## src/hdl/emrc_pkg.sv

```systemverilog
// Shared types and constants for the encoder milestone round counter.
// No dependencies; every other file of the block imports this package.
`timescale 1ns / 1ps
`default_nettype none

package emrc_pkg;

    // Encoder geometry: one turn spans a power of two, so distances wrap for free.
    localparam int COUNTS_PER_TURN = 8192;
    localparam int POS_W           = $clog2(COUNTS_PER_TURN);
    localparam int MILESTONES      = 3;

    // Milestone offsets at 0, 1/3 and 2/3 of a turn, rounded down.
    localparam logic [POS_W-1:0] MS_OFFSET_0 = POS_W'(0);
    localparam logic [POS_W-1:0] MS_OFFSET_1 = POS_W'(COUNTS_PER_TURN / MILESTONES);
    localparam logic [POS_W-1:0] MS_OFFSET_2 = POS_W'((2 * COUNTS_PER_TURN) / MILESTONES);

    // Result field widths.
    localparam int TURN_W  = 16;
    localparam int DEPTH_W = 2;

    // Configuration port geometry: two 32-bit registers at byte offsets 0 and 4.
    localparam int APB_AW = 3;
    localparam int APB_DW = 32;
    localparam logic CFG_START_POSITION = 1'b0;
    localparam logic CFG_NEAR_WINDOW    = 1'b1;

    localparam logic [POS_W-1:0] NEAR_WINDOW_RST = POS_W'(100);

    // Stack milestone codes.
    localparam logic [1:0] MS_ID_0 = 2'd0;
    localparam logic [1:0] MS_ID_1 = 2'd1;
    localparam logic [1:0] MS_ID_2 = 2'd2;

    // Live configuration seen by the front end.
    typedef struct packed {
        logic [POS_W-1:0] start_position;
        logic [POS_W-1:0] near_window;
    } cfg_t;

    // One classified sample: hit flag per milestone, bit i for milestone i.
    typedef logic [MILESTONES-1:0] hits_t;

endpackage : emrc_pkg

`default_nettype wire

```

## src/hdl/emrc_if.sv

```systemverilog
// Stream interfaces for encoder samples and counter results.
// Depends on emrc_pkg for field widths.
`timescale 1ns / 1ps
`default_nettype none

interface emrc_in_if;
    import emrc_pkg::*;

    logic             valid;
    logic             ready;
    logic [POS_W-1:0] encoder_position;

    modport source (output valid, output encoder_position, input ready);
    modport sink   (input valid, input encoder_position, output ready);
endinterface : emrc_in_if

interface emrc_out_if;
    import emrc_pkg::*;

    logic                     valid;
    logic                     ready;
    logic signed [TURN_W-1:0] round_count;
    logic [DEPTH_W-1:0]       stack_depth;

    modport source (output valid, output round_count, output stack_depth, input ready);
    modport sink   (input valid, input round_count, input stack_depth, output ready);
endinterface : emrc_out_if

`default_nettype wire

```

## src/hdl/emrc_cfg.sv

```systemverilog
// APB-style configuration registers: start position and near window.
// Depends on emrc_pkg.
`timescale 1ns / 1ps
`default_nettype none

module emrc_cfg (
    input  wire logic                     clk,
    input  wire logic                     rst_n,
    input  wire logic                     psel,
    input  wire logic                     penable,
    input  wire logic                     pwrite,
    input  wire logic [emrc_pkg::APB_AW-1:0] paddr,
    input  wire logic [emrc_pkg::APB_DW-1:0] pwdata,
    output logic [emrc_pkg::APB_DW-1:0]   prdata,
    output logic                          pready,
    output emrc_pkg::cfg_t                cfg
);
    import emrc_pkg::*;

    logic [POS_W-1:0] start_position_reg;
    logic [POS_W-1:0] near_window_reg;
    logic             wr_en;
    logic             reg_sel;

    assign pready  = 1'b1;
    assign wr_en   = psel & penable & pwrite & pready;
    assign reg_sel = paddr[2];

    // Register writes on the access phase; bits above the field width are dropped.
    always_ff @(posedge clk or negedge rst_n)
    begin
        if (!rst_n)
        begin
            start_position_reg <= '0;
            near_window_reg    <= NEAR_WINDOW_RST;
        end
        else if (wr_en)
        begin
            case (reg_sel)
                CFG_START_POSITION: start_position_reg <= pwdata[POS_W-1:0];
                CFG_NEAR_WINDOW:    near_window_reg    <= pwdata[POS_W-1:0];
                default:            ;
            endcase
        end
    end

    // Read-back mux, zero extended to the bus width.
    always_comb
    begin
        case (reg_sel)
            CFG_START_POSITION: prdata = APB_DW'(start_position_reg);
            CFG_NEAR_WINDOW:    prdata = APB_DW'(near_window_reg);
            default:            prdata = '0;
        endcase
    end

    assign cfg.start_position = start_position_reg;
    assign cfg.near_window    = near_window_reg;

endmodule : emrc_cfg

`default_nettype wire

```

## src/hdl/emrc_front.sv

```systemverilog
// Front end: accepts encoder samples and classifies them into milestone hits.
// Depends on emrc_pkg and emrc_in_if.
`timescale 1ns / 1ps
`default_nettype none

module emrc_front (
    emrc_in_if.sink              sample,
    input  wire emrc_pkg::cfg_t  cfg,
    input  wire logic            q_full,
    output logic                 q_push,
    output emrc_pkg::hits_t      q_hits
);
    import emrc_pkg::*;

    logic [POS_W-1:0] rel_pos;
    logic [POS_W-1:0] past_0;
    logic [POS_W-1:0] past_1;
    logic [POS_W-1:0] past_2;

    // A beat is taken whenever the queue has a free slot.
    assign sample.ready = !q_full;
    assign q_push       = sample.valid & !q_full;

    // Distance from the start position; the turn is a power of two, so it wraps.
    assign rel_pos = sample.encoder_position - cfg.start_position;
    assign past_0  = rel_pos - MS_OFFSET_0;
    assign past_1  = rel_pos - MS_OFFSET_1;
    assign past_2  = rel_pos - MS_OFFSET_2;

    // A milestone is reached when the distance past it is inside the window.
    assign q_hits[0] = past_0 < cfg.near_window;
    assign q_hits[1] = past_1 < cfg.near_window;
    assign q_hits[2] = past_2 < cfg.near_window;

endmodule : emrc_front

`default_nettype wire

```

## src/hdl/emrc_queue.sv

```systemverilog
// Two-entry queue of classified samples between the front and back ends.
// Depends on emrc_pkg.
`timescale 1ns / 1ps
`default_nettype none

module emrc_queue (
    input  wire logic             clk,
    input  wire logic             rst_n,
    input  wire logic             push,
    input  wire emrc_pkg::hits_t  push_hits,
    output logic                  full,
    input  wire logic             pop,
    output logic                  not_empty,
    output emrc_pkg::hits_t       pop_hits
);
    import emrc_pkg::*;

    hits_t      slot_reg [2];
    logic       wr_ptr_reg;
    logic       wr_ptr_next;
    logic       rd_ptr_reg;
    logic       rd_ptr_next;
    logic [1:0] count_reg;
    logic [1:0] count_next;

    assign full      = count_reg == 2'd2;
    assign not_empty = count_reg != 2'd0;
    assign pop_hits  = slot_reg[rd_ptr_reg];

    // Pointer and fill bookkeeping; push and pop may happen in the same cycle.
    always_comb
    begin
        wr_ptr_next = wr_ptr_reg ^ push;
        rd_ptr_next = rd_ptr_reg ^ pop;
        count_next  = count_reg + 2'(push) - 2'(pop);
    end

    always_ff @(posedge clk or negedge rst_n)
    begin
        if (!rst_n)
        begin
            wr_ptr_reg <= 1'b0;
            rd_ptr_reg <= 1'b0;
            count_reg  <= 2'd0;
        end
        else
        begin
            wr_ptr_reg <= wr_ptr_next;
            rd_ptr_reg <= rd_ptr_next;
            count_reg  <= count_next;
        end
    end

    // Payload slots need no reset.
    always_ff @(posedge clk)
    begin
        if (push)
        begin
            slot_reg[wr_ptr_reg] <= push_hits;
        end
    end

endmodule : emrc_queue

`default_nettype wire

```

## src/hdl/emrc_back.sv

```systemverilog
// Back end: milestone stack, turn counter and the registered result beat.
// Depends on emrc_pkg and emrc_out_if.
`timescale 1ns / 1ps
`default_nettype none

module emrc_back (
    input  wire logic             clk,
    input  wire logic             rst_n,
    input  wire logic             q_not_empty,
    input  wire emrc_pkg::hits_t  q_hits,
    output logic                  q_pop,
    emrc_out_if.source            result
);
    import emrc_pkg::*;

    localparam logic signed [TURN_W-1:0] TURN_MAX = {1'b0, {(TURN_W-1){1'b1}}};
    localparam logic signed [TURN_W-1:0] TURN_MIN = {1'b1, {(TURN_W-1){1'b0}}};

    logic [1:0]               stack_reg [4];
    logic [1:0]               stack_next [4];
    logic [DEPTH_W-1:0]       top_reg;
    logic [DEPTH_W-1:0]       top_next;
    logic signed [TURN_W-1:0] turns_reg;
    logic signed [TURN_W-1:0] turns_next;
    logic                     out_valid_reg;
    logic signed [TURN_W-1:0] round_count_reg;
    logic [DEPTH_W-1:0]       stack_depth_reg;
    logic [1:0]               ms_id [MILESTONES];

    assign ms_id[0] = MS_ID_0;
    assign ms_id[1] = MS_ID_1;
    assign ms_id[2] = MS_ID_2;

    // Take a queued sample when the result register is empty or being drained.
    assign q_pop = q_not_empty & (!out_valid_reg | result.ready);

    // Stack update: pushes in milestone order, then back-off pop, then turn check.
    always_comb
    begin
        stack_next = stack_reg;
        top_next   = top_reg;
        turns_next = turns_reg;
        for (int m = 0; m < MILESTONES; m++)
        begin
            if (q_hits[m] && (stack_next[top_next] != ms_id[m]))
            begin
                if (top_next != 2'd3)
                begin
                    top_next = top_next + 2'd1;
                end
                stack_next[top_next] = ms_id[m];
            end
        end
        // Shaft went back over the last milestone.
        if ((top_next >= 2'd2) && (stack_next[top_next] == stack_next[top_next - 2'd2]))
        begin
            top_next = top_next - 2'd2;
        end
        // Full turn: direction comes from the first milestone after the start.
        if ((top_next == 2'd3) && (stack_next[3] == stack_next[0]))
        begin
            if (stack_next[1] == MS_ID_1)
            begin
                if (turns_reg != TURN_MAX)
                begin
                    turns_next = turns_reg + 16'sd1;
                end
            end
            else
            begin
                if (turns_reg != TURN_MIN)
                begin
                    turns_next = turns_reg - 16'sd1;
                end
            end
            top_next = 2'd0;
        end
    end

    // Counter state advances once per popped sample.
    always_ff @(posedge clk or negedge rst_n)
    begin
        if (!rst_n)
        begin
            for (int i = 0; i < 4; i++)
            begin
                stack_reg[i] <= 2'd0;
            end
            top_reg   <= '0;
            turns_reg <= '0;
        end
        else if (q_pop)
        begin
            stack_reg <= stack_next;
            top_reg   <= top_next;
            turns_reg <= turns_next;
        end
    end

    // Result register valid flag.
    always_ff @(posedge clk or negedge rst_n)
    begin
        if (!rst_n)
        begin
            out_valid_reg <= 1'b0;
        end
        else if (q_pop)
        begin
            out_valid_reg <= 1'b1;
        end
        else if (result.ready)
        begin
            out_valid_reg <= 1'b0;
        end
    end

    // Result payload.
    always_ff @(posedge clk)
    begin
        if (q_pop)
        begin
            round_count_reg <= turns_next;
            stack_depth_reg <= top_next;
        end
    end

    assign result.valid       = out_valid_reg;
    assign result.round_count = round_count_reg;
    assign result.stack_depth = stack_depth_reg;

endmodule : emrc_back

`default_nettype wire

```

## src/hdl/encoder_milestone_round_counter_top.sv

```systemverilog
// Encoder milestone round counter, top level: configuration port, front end,
// queue and back end. Depends on emrc_pkg, emrc_if and the emrc_* submodules.
//
// The block takes one encoder sample per clock while the queue has room and
// returns one result beat per sample, carrying the signed turn count and the
// milestone stack depth after that sample. A sample is classified against the
// three milestones as it is accepted and parked in a two-entry queue; the back
// end pops one entry per cycle into the result register while it is empty or
// drained, a rate set by the combinational stack update. A sample passes its
// queue slot, then the result register. Samples keep flowing while a
// result waits, until the queue is full. Write the configuration only while no
// sample is in flight. The turn count saturates at its 16-bit limits.
`timescale 1ns / 1ps
`default_nettype none

module encoder_milestone_round_counter_top (
    input  wire logic                        clk,
    input  wire logic                        rst_n,
    input  wire logic                        psel,
    input  wire logic                        penable,
    input  wire logic                        pwrite,
    input  wire logic [emrc_pkg::APB_AW-1:0] paddr,
    input  wire logic [emrc_pkg::APB_DW-1:0] pwdata,
    output logic [emrc_pkg::APB_DW-1:0]      prdata,
    output logic                             pready,
    emrc_in_if.sink                          sample,
    emrc_out_if.source                       result
);
    import emrc_pkg::*;

    cfg_t  cfg;
    logic  q_full;
    logic  q_push;
    hits_t q_push_hits;
    logic  q_pop;
    logic  q_not_empty;
    hits_t q_pop_hits;

    emrc_cfg u_cfg (
        .clk     (clk),
        .rst_n   (rst_n),
        .psel    (psel),
        .penable (penable),
        .pwrite  (pwrite),
        .paddr   (paddr),
        .pwdata  (pwdata),
        .prdata  (prdata),
        .pready  (pready),
        .cfg     (cfg)
    );

    emrc_front u_front (
        .sample (sample),
        .cfg    (cfg),
        .q_full (q_full),
        .q_push (q_push),
        .q_hits (q_push_hits)
    );

    emrc_queue u_queue (
        .clk       (clk),
        .rst_n     (rst_n),
        .push      (q_push),
        .push_hits (q_push_hits),
        .full      (q_full),
        .pop       (q_pop),
        .not_empty (q_not_empty),
        .pop_hits  (q_pop_hits)
    );

    emrc_back u_back (
        .clk         (clk),
        .rst_n       (rst_n),
        .q_not_empty (q_not_empty),
        .q_hits      (q_pop_hits),
        .q_pop       (q_pop),
        .result      (result)
    );

endmodule : encoder_milestone_round_counter_top

`default_nettype wire

```

## src/flat_wrapper.sv

```systemverilog
// flat-port wrapper written by rule: the top's interface ports become plain ports
module encoder_milestone_round_counter_top_flat import emrc_pkg::*;
  (clk, rst_n, psel, penable, pwrite, paddr, pwdata, prdata, pready, sample_valid, sample_encoder_position, sample_ready, result_valid, result_round_count, result_stack_depth, result_ready);
  emrc_in_if sample_i ();
  emrc_out_if result_i ();
  input  wire logic clk;
  input  wire logic rst_n;
  input  wire logic psel;
  input  wire logic penable;
  input  wire logic pwrite;
  input  wire logic [emrc_pkg::APB_AW-1:0] paddr;
  input  wire logic [emrc_pkg::APB_DW-1:0] pwdata;
  output logic [emrc_pkg::APB_DW-1:0] prdata;
  output logic pready;
  input wire logic [$bits(sample_i.valid)-1:0] sample_valid;
  input wire logic [$bits(sample_i.encoder_position)-1:0] sample_encoder_position;
  output wire logic [$bits(sample_i.ready)-1:0] sample_ready;
  output wire logic [$bits(result_i.valid)-1:0] result_valid;
  output wire logic [$bits(result_i.round_count)-1:0] result_round_count;
  output wire logic [$bits(result_i.stack_depth)-1:0] result_stack_depth;
  input wire logic [$bits(result_i.ready)-1:0] result_ready;
  assign sample_i.valid = sample_valid;
  assign sample_i.encoder_position = sample_encoder_position;
  assign sample_ready = sample_i.ready;
  assign result_valid = result_i.valid;
  assign result_round_count = result_i.round_count;
  assign result_stack_depth = result_i.stack_depth;
  assign result_i.ready = result_ready;
  encoder_milestone_round_counter_top u_core (.clk(clk), .rst_n(rst_n), .psel(psel), .penable(penable), .pwrite(pwrite), .paddr(paddr), .pwdata(pwdata), .prdata(prdata), .pready(pready), .sample(sample_i), .result(result_i));
endmodule
```

## config.mk

```make
export PLATFORM = sky130hd
export DESIGN_NAME = encoder_milestone_round_counter_top_flat
export DESIGN_NICKNAME = d
export VERILOG_FILES = /design/src/hdl/emrc_pkg.sv /design/src/hdl/emrc_if.sv /design/src/hdl/emrc_cfg.sv /design/src/hdl/emrc_front.sv /design/src/hdl/emrc_queue.sv /design/src/hdl/emrc_back.sv /design/src/hdl/encoder_milestone_round_counter_top.sv /design/src/flat_wrapper.sv
export SDC_FILE = /design/constraint.sdc
export NUM_CORES = 1
export LEC_CHECK = 0
export ABC_AREA = 1
export CORE_MARGIN = 2
export CORE_UTILIZATION = 25
export DETAILED_ROUTE_END_ITERATION = 6
export DONT_BUFFER_PORTS = 1
export HOLD_SLACK_MARGIN = 0.08
export PLACE_DENSITY = 0.34
export SLEW_MARGIN = 20
export SYNTH_ARGS = -nofsm -noshare
export SYNTH_HDL_FRONTEND = slang
export SYNTH_SLANG_ARGS = --single-unit
```

## constraint.sdc

```tcl
create_clock -name clk -period 4.3 [get_ports clk]
set_clock_uncertainty 0.15 [all_clocks]
set_input_delay 1.29 -clock clk [delete_from_list [all_inputs] [get_ports clk]]
set_output_delay 1.29 -clock clk [all_outputs]
set_load 0.05 [all_outputs]
```

==> summary.txt <==
Status
  – Status: complete, but fails checks
  – Violated checks: negative setup slack

Placed design
  – DP HPWL: 14420 um
  – Gp weighted congestion: 0.8019
  – Placed Area: 7617 um^2
  – Port bufs: 0
  – Dpl cells: 1315

Timing
  – Achievable Freq: 222.4 MHz
  – Actual slew at the worst max-slew pin: 0.9134 ns
  – Final worst setup slack: -0.1967 ns
  – Hold Vio Cnt, Final: 0
  – Final period util: 104.6%
  – RSZ-0062 raised after global routing: true
  – Tmin final: 4.497 ns
  – Fin. max-slew vios: 0
  – Final hold slack: 0.2912 ns
  – # setup viols final: 4
  – Max_slew headroom: 38.96%

Synthesis
  – EDFF count, synth: 24
  – Top_reg_cell synth: dfrtp_1
  – Synth area leaders: dfrtp_1 20%, nand2_1 14%, ha_1 11%, edfxtp_1 11%, inv_1 6.4%
  – Synth warn: 0
  – Post-synthesis cell area: 6785 um^2
  – Sequential fraction of the synthesis area: 31.70%
  – Synth top area share: 19.92%
  – Synth cell types: 49
  – Top cells by count, synth: 247 x nand2_1, 115 x inv_1, 72 x o21ai_0, 68 x nand3_1, 59 x ha_1
  – Post-synth ARST share: 70.37%
  – Mean post-synth cell area: 7.304 um^2
  – Cell count after synthesis: 929
  – Most common cell in the netlist: nand2_1
  – Largest area contributor in the netlist: dfrtp_1
  – Yosys reg bits: 81

Finish
  – Design Area, Final: 8164 um^2
  – Multi-input gate area: 4160 um^2
  – Final core occ: 30.46%
  – N_diodes: 0
  – Share of layout cells above drive strength 1: 17.22%
  – Reg area: 2151 um^2
  – Fillers: 2933
  – Nets: 1109
  – Final std cells w/o fill: 1340
  – Area delta synth->final: 20.32%

Floorplanning
  – Initial Utilization: 25.32%
  – I/O pin total: 108
  – Die Y: 168.7 um
  – Cell Rows: 60
  – Die footprint: 28470 um^2
  – Core Area: 26800 um^2
  – Horiz. Die Dim: 168.7 um

Power and ir drop
  – Flop pwr share: 22.7%
  – Clk pwr share: 10.8%
  – Peak VDD IR: 0.0002893 V
  – Gate power share: 66.5%
  – Total chip power: 7.698 mW
  – Leak pwr: 4.082 nW
  – Sw Share: 51.95%
  – Sw Pwr: 3.999 mW
  – Power Internal: 3.699 mW
  – Power Dens Cells: 942.9 nW/um^2

GRT
  – Global route total overflow: 0
  – Vias in the first global route: 5835
  – Total track usage: 13.99%
  – Global-route wire length before repair: 31570 um
  – Largest net degree at the start of global routing: 58
  – Antenna violations before repair: 0

Routing
  – Initial drt markers: 294
  – Final wirelength: 19170 um
  – Drt first pass iters: 4
  – Via count: 5856
  – Via density: 4.370
  – DRC: 0
  – Routed length per instance: 14.31 um
  – ANT nets after route: 0

Setup path
  – Crit path DAT: 4.50 ns
  – Setup crit start kind: input pin
  – Critical Path RT: 4.30 ns
  – CP Capture Type: register
  – Crit Path Max Fanout: 3
  – WS Path Type: input pin to register

CTS
  – Root Driver: clkbuf_16
  – CTS max path bufs: 2
  – # hold bufs at CTS: 0
  – CTS tree: done
  – Clock Sinks: 81
  – Reg clk slew, reported paths: 0.07 ns
  – Clock Latency Late Sink: 0.36 ns
  – TritonCTS buffer count: 9
  – H-tree Lvls: 3

Job
  – Max-cap violations: 0

Min path
  – Worst Hold Class: register to register
==> logic make-up after synthesis <==
group | count (synthesis) | synth area share, %
AND/OR/NAND/NOR | 431 | 28.27
buffers and inverters | 166 | 10.60
AO/OA/AOI/OAI | 134 | 11.03
flip-flops | 81 | 31.70
adder cells (fa/ha/maj) | 60 | 11.17
XOR/XNOR | 54 | 6.970
other | 2 | 0.1107
multiplexers | 1 | 0.1475
==> worst paths after layout <==
kind	cells after the start	endpoint	start	slack [ns]
worst min-delay path	0	u_core.u_back.stack_reg[6]	u_core.u_back.stack_reg[6]	0.29
max in group asynchronous	0	u_core.u_cfg.near_window_reg[6]	rst_n	3.31
worst min register to register	0	u_core.u_back.stack_reg[6]	u_core.u_back.stack_reg[6]	0.29
worst max register to register	22	u_core.u_queue.slot_reg[0][2]	u_core.u_cfg.start_position_reg[0]	0.29
min in group asynchronous	0	u_core.u_cfg.start_position_reg[5]	rst_n	0.48
worst max-delay path	23	u_core.u_queue.slot_reg[0][2]	sample_encoder_position[0]	-0.20
==> through the flow <==
stage / worst slack (ns) / setup TNS, ns
finish: -0.1967 / -0.6395
global route: -0.4408 / -2.171
CTS: -0.2316 / -0.9244
detailed placement: -0.6804 / -3.667
global placement: -0.6694 / -3.719
floorplan: -0.2908 / -1.103
==> layout by cell type (no fill, tap or decap), types with 18 or more instances in the layout <==
cell type  synthesis  routed
nand2_1          247     246
inv_1            115     111
buf_4             21      77
nand3_1           68      68
o21ai_0           72      57
ha_1              59      55
dfrtp_1           54      54
nor2_1            44      43
xor2_1            40      39
a21oi_1           32      24
edfxtp_1          24      24
conb_1             2      20
o21ai_1            5      18
nand2_2           17      18
==> worst max-delay path: stages <==
cell and delay, ns:
clkinv_16 0.02, ha_4 0.12, inv_4 0.03, fa_2 0.34
a21oi_2 0.17, o21bai_2 0.09, a21oi_2 0.14, o21bai_2 0.09
a21oi_2 0.16, o21ai_2 0.07, a21o_1 0.17, a21oi_2 0.15
buf_4 0.12, buf_4 0.08, buf_4 0.08, nand2_1 0.04
nand2_1 0.13, inv_1 0.10, a21oi_2 0.18, xnor2_2 0.13
ha_1 0.27, buf_6 0.13, a2111oi_4 0.36
==> metal layers <==
metal,vias to the layer above,global-route usage [%],wire length [um]
met1,2664,19.94,9865
met3,11,3.156,771
met2,89,21.70,8352
met5,-,0,0
met4,0,2.774,184
li1,3092,-,-
==> repair_timing <==
action | 4_1_cts | 5_1_grt
cloned | 0 | 0
pin swaps | 4 | 9
setup endpoints to repair | 6 | 11
buffers inserted | 5 | 4
resized for setup | 6 | 24
==> final cells by class <==
type | count | area share (%)
Inverter | 121 | 5.916
Clock buffer | 9 | 2.759
Clock inverter | 7 | 0.9502
Timing Repair Buffer | 81 | 7.847
Tap cell | 341 | 5.226
Sequential cell | 81 | 26.34
Multi-Input combinational cell | 700 | 50.96
==> power groups by stage <==
| stage | combinational (mW) | sequential, mW | clock (mW) |
|---|---|---|---|
| floorplan | 3.50 | 1.66 | 0 |
| global placement | 4.83 | 1.77 | 0 |
| detailed placement | 4.82 | 1.77 | 0 |
| CTS | 4.97 | 1.76 | 0.870 |
| global route | 5.87 | 1.80 | 0.900 |
| finish | 5.12 | 1.75 | 0.832 |
Note: power is estimated with default switching activity, not from simulation.
